==> config.mk <==
export PLATFORM = sky130hd
export DESIGN_NAME = sac_front
export DESIGN_NICKNAME = d
export VERILOG_FILES = /design/src/assert_macros.svh /design/src/sac_pkg.sv /design/src/sac_front.sv
export SDC_FILE = /design/constraint.sdc
export NUM_CORES = 1
export LEC_CHECK = 0
export ABC_CLOCK_PERIOD_IN_PS = 1900
export BUFFER_PORTS_ARGS = -buffer_cell sky130_fd_sc_hd__buf_2
export CAP_MARGIN = 10
export CORE_ASPECT_RATIO = 0.9
export CORE_MARGIN = 8
export CORE_UTILIZATION = 30
export CTS_BUF_LIST = sky130_fd_sc_hd__clkbuf_8 sky130_fd_sc_hd__clkbuf_16
export DETAILED_ROUTE_END_ITERATION = 10
export GPL_TIMING_DRIVEN = 0
export PLACE_DENSITY_LB_ADDON = 0.08
export SYNTH_ARGS = -nofsm -noshare
export SYNTH_HDL_FRONTEND = slang
export SYNTH_SLANG_ARGS = --single-unit
==> constraint.sdc <==
create_clock -name clk -period 1.9 [get_ports clk]
set_input_delay 0.095 -clock clk [delete_from_list [all_inputs] [get_ports clk]]
set_output_delay 0.095 -clock clk [all_outputs]
set_load 0.02 [all_outputs]
==> src/assert_macros.svh <==
// Assertion macros shared by the RTL.
`ifndef ASSERT_MACROS_SVH
`define ASSERT_MACROS_SVH
`ifndef NO_ASSERTIONS
`define ASSERT_CLK(label, clk, rst_n, prop, msg) \
  label: assert property (@(posedge clk) disable iff (!rst_n) prop) else $error(msg);
`define ASSERT_NEXT(label, clk, rst_n, ante, cons, msg) \
  label: assert property (@(posedge clk) disable iff (!rst_n) (ante) |=> (cons)) else $error(msg);
`else
`define ASSERT_CLK(label, clk, rst_n, prop, msg)
`define ASSERT_NEXT(label, clk, rst_n, ante, cons, msg)
`endif
`endif

==> src/sac_pkg.sv <==
package sac_pkg;
  localparam int BLOCK_BYTES = 64;
  localparam int SETS = 64;
  localparam int WAYS = 4;
  localparam int OFF_BITS = $clog2(BLOCK_BYTES + 1) - 1;
  localparam int SET_BITS = $clog2(SETS + 1) - 1;
  localparam int SET_W = (SET_BITS > 0) ? SET_BITS : 1;
  localparam int TAG_W = 32 - OFF_BITS - SET_BITS;
  localparam int WAY_W = (WAYS > 1) ? $clog2(WAYS) : 1;
  localparam int QDEPTH = 2;

  typedef logic [SET_W-1:0] set_t;
  typedef logic [TAG_W-1:0] tag_t;
  typedef logic [WAY_W-1:0] wayidx_t;

  typedef struct packed {
    set_t set;
    tag_t tag;
  } req_t;
endpackage

==> src/sac_front.sv <==
module sac_front (
  input  logic          clk,
  input  logic          rst_n,
  input  logic          in_valid,
  output logic          in_stall,
  input  logic [31:0]   in_address,
  output logic          q_valid,
  input  logic          q_pop,
  output sac_pkg::req_t q_req
);
  import sac_pkg::*;

  localparam int PW = $clog2(QDEPTH);

  req_t           mem_r [QDEPTH];
  logic [PW-1:0]  wp_r, rp_r;
  logic [PW:0]    cnt_r;
  logic           push;
  req_t           req;

  always_comb begin
    req.tag = in_address[31 -: TAG_W];
    if (SET_BITS > 0) begin
      req.set = in_address[OFF_BITS +: SET_W];
    end else begin
      req.set = '0;
    end
  end

  assign in_stall = (cnt_r == (PW+1)'(QDEPTH));
  assign push = in_valid && !in_stall;
  assign q_valid = (cnt_r != '0);
  assign q_req = mem_r[rp_r];

  always_ff @(posedge clk) begin
    if (push) begin
      mem_r[wp_r] <= req;
    end
    if (!rst_n) begin
      wp_r <= '0;
      rp_r <= '0;
      cnt_r <= '0;
    end else begin
      if (push) begin
        wp_r <= wp_r + 1'b1;
      end
      if (q_pop) begin
        rp_r <= rp_r + 1'b1;
      end
      cnt_r <= cnt_r + (PW+1)'(push) - (PW+1)'(q_pop);
    end
  end
endmodule

## Word level (Yosys, flattened, before mapping)

Memories as Yosys holds them, arrays and structs flattened. A register that Yosys moved wholly into a read port is not among the register bits.
Cells that the tools add are included.

- Memory bits (read-only): 0
- Memory bits (writable): 52
- Memories: 1
- Bits in latches: 0
- Register bits: 4
- Word-level logic and storage cells: 16
- Output and inout bits: 28

Memories:

| name | depth | width | read ports | clocked after memory_dff | wr ports | line | RTL |
|---|---|---|---|---|---|---|---|
| mem_r | 2 | 26 | 1 | 1 | 1 | sac_front.sv:15 | `req_t mem_r [QDEPTH];` |

- Shift operators: 0
- Equality and inequality tests: 1
- Add/sub/neg operators: 4
- Muxes and demuxes: 4
- Bitwise operators: 0
- Divide/modulo/power cells: 0
- $mul: 0
- Reductions and logical operators: 3
- Magnitude comparators: 0

Operators by type and width:

| kind | number |
|---|---|
| 1-bit 2-to-1 mux | 4 |
| 1-bit adder (second input constant) | 2 |
| 2-bit by 1-bit adder with 2-bit output | 1 |
| 2-bit == test (second input constant) | 1 |
| 2-bit nonzero test | 1 |
| 2-bit by 1-bit subtractor with 2-bit output | 1 |
| 1-bit logical AND | 1 |
| 1-bit logical NOT | 1 |

## Depth between registers and ports, before layout

Gate-level depths: netlist of run 1.

- Depth in word-level cells: 5
- Gate-level depth with buffers: 8
- Mapped depth without buffers: 8

## Worst setup path after synthesis of run 1

OpenSTA, ideal clock, no wires.

- Kind: register to register
- From: register cnt_r[0]
- To: memory mem_r[0][0] (netlist bit) (enable)
- Cell stages (with the launch flop): 4
- Library setup time: 0.409 ns
- Required time: 1.491 ns
- Arrival: 1.663 ns
- Setup slack: -0.172 ns
- Path through: dfxtp_1 -> nand2b_1 -> nand2_1 -> nor2_1

- Word-level cells in the longest chain between the ends: 5

Ends and longest elaborated chain:

| element | line | RTL |
|---|---|---|
| start, declared | sac_front.sv:17 | `logic [PW:0] cnt_r;` |
| start signal, assigned | sac_front.sv:50 | `cnt_r <= cnt_r + (PW+1)'(push) - (PW+1)'(q_pop);` |
| 2-bit == test | sac_front.sv:30 | `assign in_stall = (cnt_r == (PW+1)'(QDEPTH));` |
| 1-bit logical NOT | sac_front.sv:31 | `assign push = in_valid && !in_stall;` |
| 1-bit logical AND | sac_front.sv:31 |  |
| 1-bit 2-to-1 mux | sac_front.sv:36 | `if (push) begin` |
| 1-bit 2-to-1 mux (not written as such) | sac_front.sv:37 | `mem_r[wp_r] <= req;` |
| end, declared | sac_front.sv:15 |  |

No other way between the ends.

## Final worst setup path of run 1

- From: register cnt_r[0]
- To: register cnt_r[1]

- Word-level cells in the longest chain between the ends: 5

Ends and longest elaborated chain:

| element | line |
|---|---|
| 2-bit == test | sac_front.sv:30 |
| 1-bit logical NOT | sac_front.sv:31 |
| 1-bit logical AND | sac_front.sv:31 |
| 2-bit by 1-bit adder with 2-bit output (*) | sac_front.sv:50 |
| 2-bit by 1-bit subtractor with 2-bit output (*) | sac_front.sv:50 |

Every way passes the cells marked *; elsewhere a longest branch is shown, timed or not.
A chain may end at the register's enable or synchronous reset.

==> metrics.cfg, run 1 <==
[status]
status=complete, no violations

[floorplan]
io_pins=64
dieArea_um2=10400
fp.dieW_um=106
initial_core_util_pct=31.1
die-height_um=97.4
num_rows=29
core_um2=7110

[logic_synthesis]
yosysSeqAreaShare_pct=75.2
yosys_warnings=0
synth_edf_count=52
synth_seq_cells=57
avgSynthCellArea_um2=20.7
synth_flop_cell=edfxtp_1
ys_async_sr_fraction_pct=0
synth_commonest_cells=52 x edfxtp_1, 20 x mux2_4, 6 x mux2_2
synth_area_leaders=edfxtp_1 71%, mux2_4 14%, dfxtp_1 4.5%
synth_nets=145
synth_top_cell_by_area=edfxtp_1
yosysUniqueCellTypes=18
syn_area_um2=2210
netlist_instances=107
yosysMostFrequentCell=edfxtp_1
synth_top_area_share_pct=70.7

[sta]
hold_viol=0
worst_pin_slew_ps=700
finalWorstSetupSlack_ps=220
slew_headroom_pct=53.4
grt_setup_unrepaired=no
finalCritPeriodShare_pct=88.4
slew_violations=0
fin_skew_ps=3.21
period_needed_ps=1680
setup_violations=0
max_freq_mhz=595

[global_route]
gr-usage-all-layers_pct=8.39
grt_pass1_wl_um=6620
grt_max_degree=16
overflow=0
antenna_found_initial=0
grt_pass1_vias=1408

[cts]
cts_buffers=9
root_buffer=clkbuf_8
path_clk_slew_ps=60
max-clock-path-buffers=2
postCtsSetupBuffers=0
cts_tree=yes
cts.htree.levels=3
insertion_delay_ps=320
cts_sinks=57

[placement]
portBuffers=57
dpl_cell_area_um2=2670
place_congestion=0.641
dpl.cell_count=259
dp_hpwl_um=2980
place_ws_ps=87.9

[route]
via_count=1228
firstDrtPassIters=4
viasPerCell=4.09
routed_wl_um=4110
drtAntennaViolNets=0
route.detailed.drc=0
drt_iter0_drc=53
wl_per_cell_um=13.7

[power_and_ir_drop]
leakage_nw=1.25
ir_worst_vdd_mv=0.455
power.density_nw_per_um2=1000
p_total_mw=3.10

[critical_path]
rr_endpoint=cnt_r[1]
cp.arrival_ps=1920
end_kind=flip-flop
worstRegToRegCells=8
regToRegStartpoint=cnt_r[0]
crit_fanout=3
cp.required_ps=2140
r2r_slack_ps=220
critPathKind=flip-flop to flip-flop
cp-start-kind=flip-flop

[worst_hold_path]
worstHoldPathCells=2
hold_class=primary input to flip-flop
hold_path.startpoint=rst_n
whs_endpoint=cnt_r[0]

[finish]
n_fill_cell=680
num-nets-final=241
area_growth_pct=39.6
drive_gt1_share_pct=49.3
stdcell_count=300
antenna_cells=0
fin_area_um2=3080

[run]
maxCapViolCount=0

-- routing by layer --
layer,vias to the layer above,wire [um],global-route usage (%)
li1,600,-,-
met1,582,1620,8.08
met2,40,2060,13.7
met3,6,371,5.70
met4,0,49,3.57
met5,-,0,0
-- state kept, by name, summed over array words and instances, names as in the netlist, named ones only --
name / flops
wp_r: 1
cnt_r: 2
rp_r: 1
mem_r: 52
-- worst max-delay path by stage --
| stage | to | depth (start not counted) | startpoint | slack [ps] |
|---|---|---|---|---|
| floorplan | mem_r[0][0] | 3 | cnt_r[0] | 250 |
| global placement | mem_r[0][8] | 3 | cnt_r[0] | -210 |
| detailed placement | mem_r[0][12] | 4 | cnt_r[0] | 90 |
| CTS | mem_r[0][23] | 4 | cnt_r[0] | 80 |
| global route | cnt_r[1] | 8 | cnt_r[0] | 90 |
| finish | cnt_r[1] | 8 | cnt_r[0] | 220 |
-- critical path, cell delays in order (launching register included) --
cell and delay [ps]:
dfxtp_1 340, nand2b_1 140, nand2_1 150, ha_1 310, inv_1 40, ha_1 190, xor2_1 160, and2_1 160
nor3_1 120
-- logic make-up (layout without fill, tap and decap cells) --
family | Yosys count | count (layout) | share of synthesized area (%)
flops | 57 | 57 | 75.2
mux | 27 | 27 | 17.1
simple gates | 13 | 13 | 2.94
buf+inv | 6 | 106 | 2.83
fa+ha+maj | 2 | 2 | 1.13
xor+xnor | 2 | 2 | 0.793
-- repair_timing --
item / 4_1_cts / 5_1_grt
gates resized for setup: 0 / 1
hold buffers: 26 / 0
hold endpoints to repair: 52 / 0
setup endpoints to repair: 0 / 15
-- through the flow --
step                      setup TNS, ps  util, %  hold WS, ps
after floorplan                       0        -          194
after global placement            -6360     36.8          282
after detailed placement              0     37.5          288
after CTS                             0     43.3         9.94
after global routing                  0     43.4         21.6
final                                 0     43.4         29.9
-- power by group --
part / total (mW) / internal (mW) / switching, mW / leakage [nW]
sequential: 1.56 / 1.53 / 0.0378 / 0.526
combinational: 0.664 / 0.321 / 0.343 / 0.639
clock: 0.872 / 0.443 / 0.428 / 0.0811
total: 3.10 / 2.29 / 0.809 / 1.25
-- area by class of cell --
type / instances / area (um2) / share of cell area (%)
inverter: 3 / 11.3 / 0.365
clock inverter: 6 / 26.3 / 0.852
timing repair buffer: 85 / 601 / 19.5
sequential: 57 / 1660 / 53.9
buffer: 3 / 51.3 / 1.66
tap: 93 / 116 / 3.77
clock buffer: 9 / 124 / 4.02
multi-input combinational: 44 / 493 / 16.0
-- placed cells by master (no fill, tap or decap), types with 3 or more instances in the layout --
master,netlist,layout
buf_2,0,57
clkbuf_8,0,9
clkinv_1,0,3
clkinv_2,0,3
dfxtp_1,5,5
dlygate4sd3_1,0,26
edfxtp_1,52,52
inv_1,3,3
mux2_2,6,6
mux2_4,20,20
nor2_1,4,3
No activity file was read; power rests on OpenSTA's default activity.
==> run 2: changes to the inputs <==
CORE_UTILIZATION = 46   (was 30)
PLACE_DENSITY = 0.82   (was default)
PLACE_DENSITY_LB_ADDON = default   (was 0.08)
==> metrics.cfg, run 2 (synthesis gave the netlist of run 1 again) <==
[status]
status=complete, no violations

[sta]
max_freq_mhz=568
grt_setup_unrepaired=no
finalCritPeriodShare_pct=92.6
slew_headroom_pct=49.6
slew_violations=0
setup_violations=0
period_needed_ps=1760
fin_skew_ps=6.51
worst_pin_slew_ps=754
hold_viol=0

[power_and_ir_drop]
p_sw_share_pct=24.9
power_frac_comb_pct=19.5
ir_worst_vdd_mv=0.717
clkPwrFrac_pct=31.4
p_int_mw=2.40
power.density_nw_per_um2=1060
leakage_nw=1.24
seq_power_share_pct=49.1
switchingPower_mw=0.797
p_total_mw=3.19

[floorplan]
initial_core_util_pct=46.6
dieArea_um2=7280
io_pins=64
core_um2=4740
die-height_um=81.8
fp.dieW_um=89.1
num_rows=24

[critical_path]
slowest_delay_ps=350
path_buf_inv=1
cp.arrival_ps=2000
critPathKind=flip-flop to flip-flop
end_kind=flip-flop
crit_family=simple AND/OR/NAND/NOR gates
cp-start-kind=flip-flop
crit_top_cell=ha_1
slowest_stage=dfxtp_1
crit_fanout=3
cp.required_ps=2140
worstPathCellList=nand2b_1 > nand2_1 > ha_1 > inv_1 > ha_1 > xor2_1 > and2_1 > nor3_1

[global_route]
overflow=0
gr-usage-all-layers_pct=11.8
antenna_found_initial=0
grt_pass1_vias=1366
grt_max_degree=27
grt_pass1_wl_um=6140

[cts]
path_clk_slew_ps=60
postCtsSetupBuffers=0
cts_tree=yes
cts.htree.levels=3
root_buffer=clkbuf_8
insertion_delay_ps=330
max-clock-path-buffers=2
cts_buffers=9
cts_sinks=57

[placement]
dpl.cell_count=229
portBuffers=57
place_congestion=0.657
dp_hpwl_um=2700

[route]
drt_iter0_drc=47
wl_per_cell_um=14.6
viasPerCell=4.59
firstDrtPassIters=3
via_count=1244
routed_wl_um=3970
drtAntennaViolNets=0
route.detailed.drc=0

[finish]
final_common_cell=buf_2
largest_register_ffs=52
reg_top3=mem_r (52), cnt_r (2)
mostFrequentLayoutCells=57 x buf_2, 52 x edfxtp_1, 26 x dlygate4sd3_1
final_util_pct=63.7
num-nets-final=239
stdcell_count=271
top_register=mem_r
antenna_cells=0
drive_gt1_share_pct=48.5
area_growth_pct=36.8

[run]
maxCapViolCount=0

[worst_hold_path]
hold_class=primary input to flip-flop

==> run 2: cell types whose count changed in the layout (fill, tap and decap cells not counted), sizes merged <==
cell    previous run  this run
buf               62        60
clkinv             6         4
inv                3         5
bufinv             0         1
==> run 2: layout make-up <==
cell class | instances | area (um2)
buffer | 3 | 51.3
clock buffer | 9 | 124
clock inverter | 7 | 53.8
fill | 367 | 1720
inverter | 3 | 11.3
multi-input combinational | 44 | 494
sequential | 57 | 1660
tap | 65 | 81.3
timing repair buffer | 83 | 546
==> run 2: repair_timing <==
action	CTS	global route
gates resized for setup	2	0
hold endpoints to repair	52	0
setup endpoints to repair	52	0
hold buffers	26	0
==> run 2: worst paths after layout <==
kind / slack, ps / depth (start not counted) / end / from
worst max register to register: 140 / 8 / cnt_r[1] / cnt_r[0]
worst min register to register: 520 / 2 / flip-flop / rp_r
worst min-delay path: 30 / 2 / cnt_r[0] / rst_n
worst max-delay path: 140 / 8 / cnt_r[1] / cnt_r[0]
==> run 2: per-layer routing <==
metal / track usage [%] / share of wire, %
met1: 11.0 / 36
met5: 0 / 0
met2: 20.8 / 53
met3: 4.80 / 8.9
met4: 7.96 / 2.1
==> run 2: through the flow <==
step	setup TNS [ps]	hold WS [ps]	cell area, um2	setup slack [ps]
after floorplan	0	194	2210	251
after global placement	-1080	282	2580	-43.3
after detailed placement	-6440	286	2580	-205
after CTS	0	20.1	3020	141
after global routing	0	29.3	3020	27.7
final	0	31.4	3020	140
==> run 2: power groups by stage <==
| stage | registers (mW) | logic (mW) | clock network (mW) |
|---|---|---|---|
| global placement | 1.59 | 0.566 | 0 |
| global route | 1.58 | 0.670 | 1.09 |
| CTS | 1.57 | 0.635 | 1.03 |
| detailed placement | 1.60 | 0.589 | 0 |
| floorplan | 1.58 | 0.412 | 0 |
| finish | 1.57 | 0.621 | 1.00 |
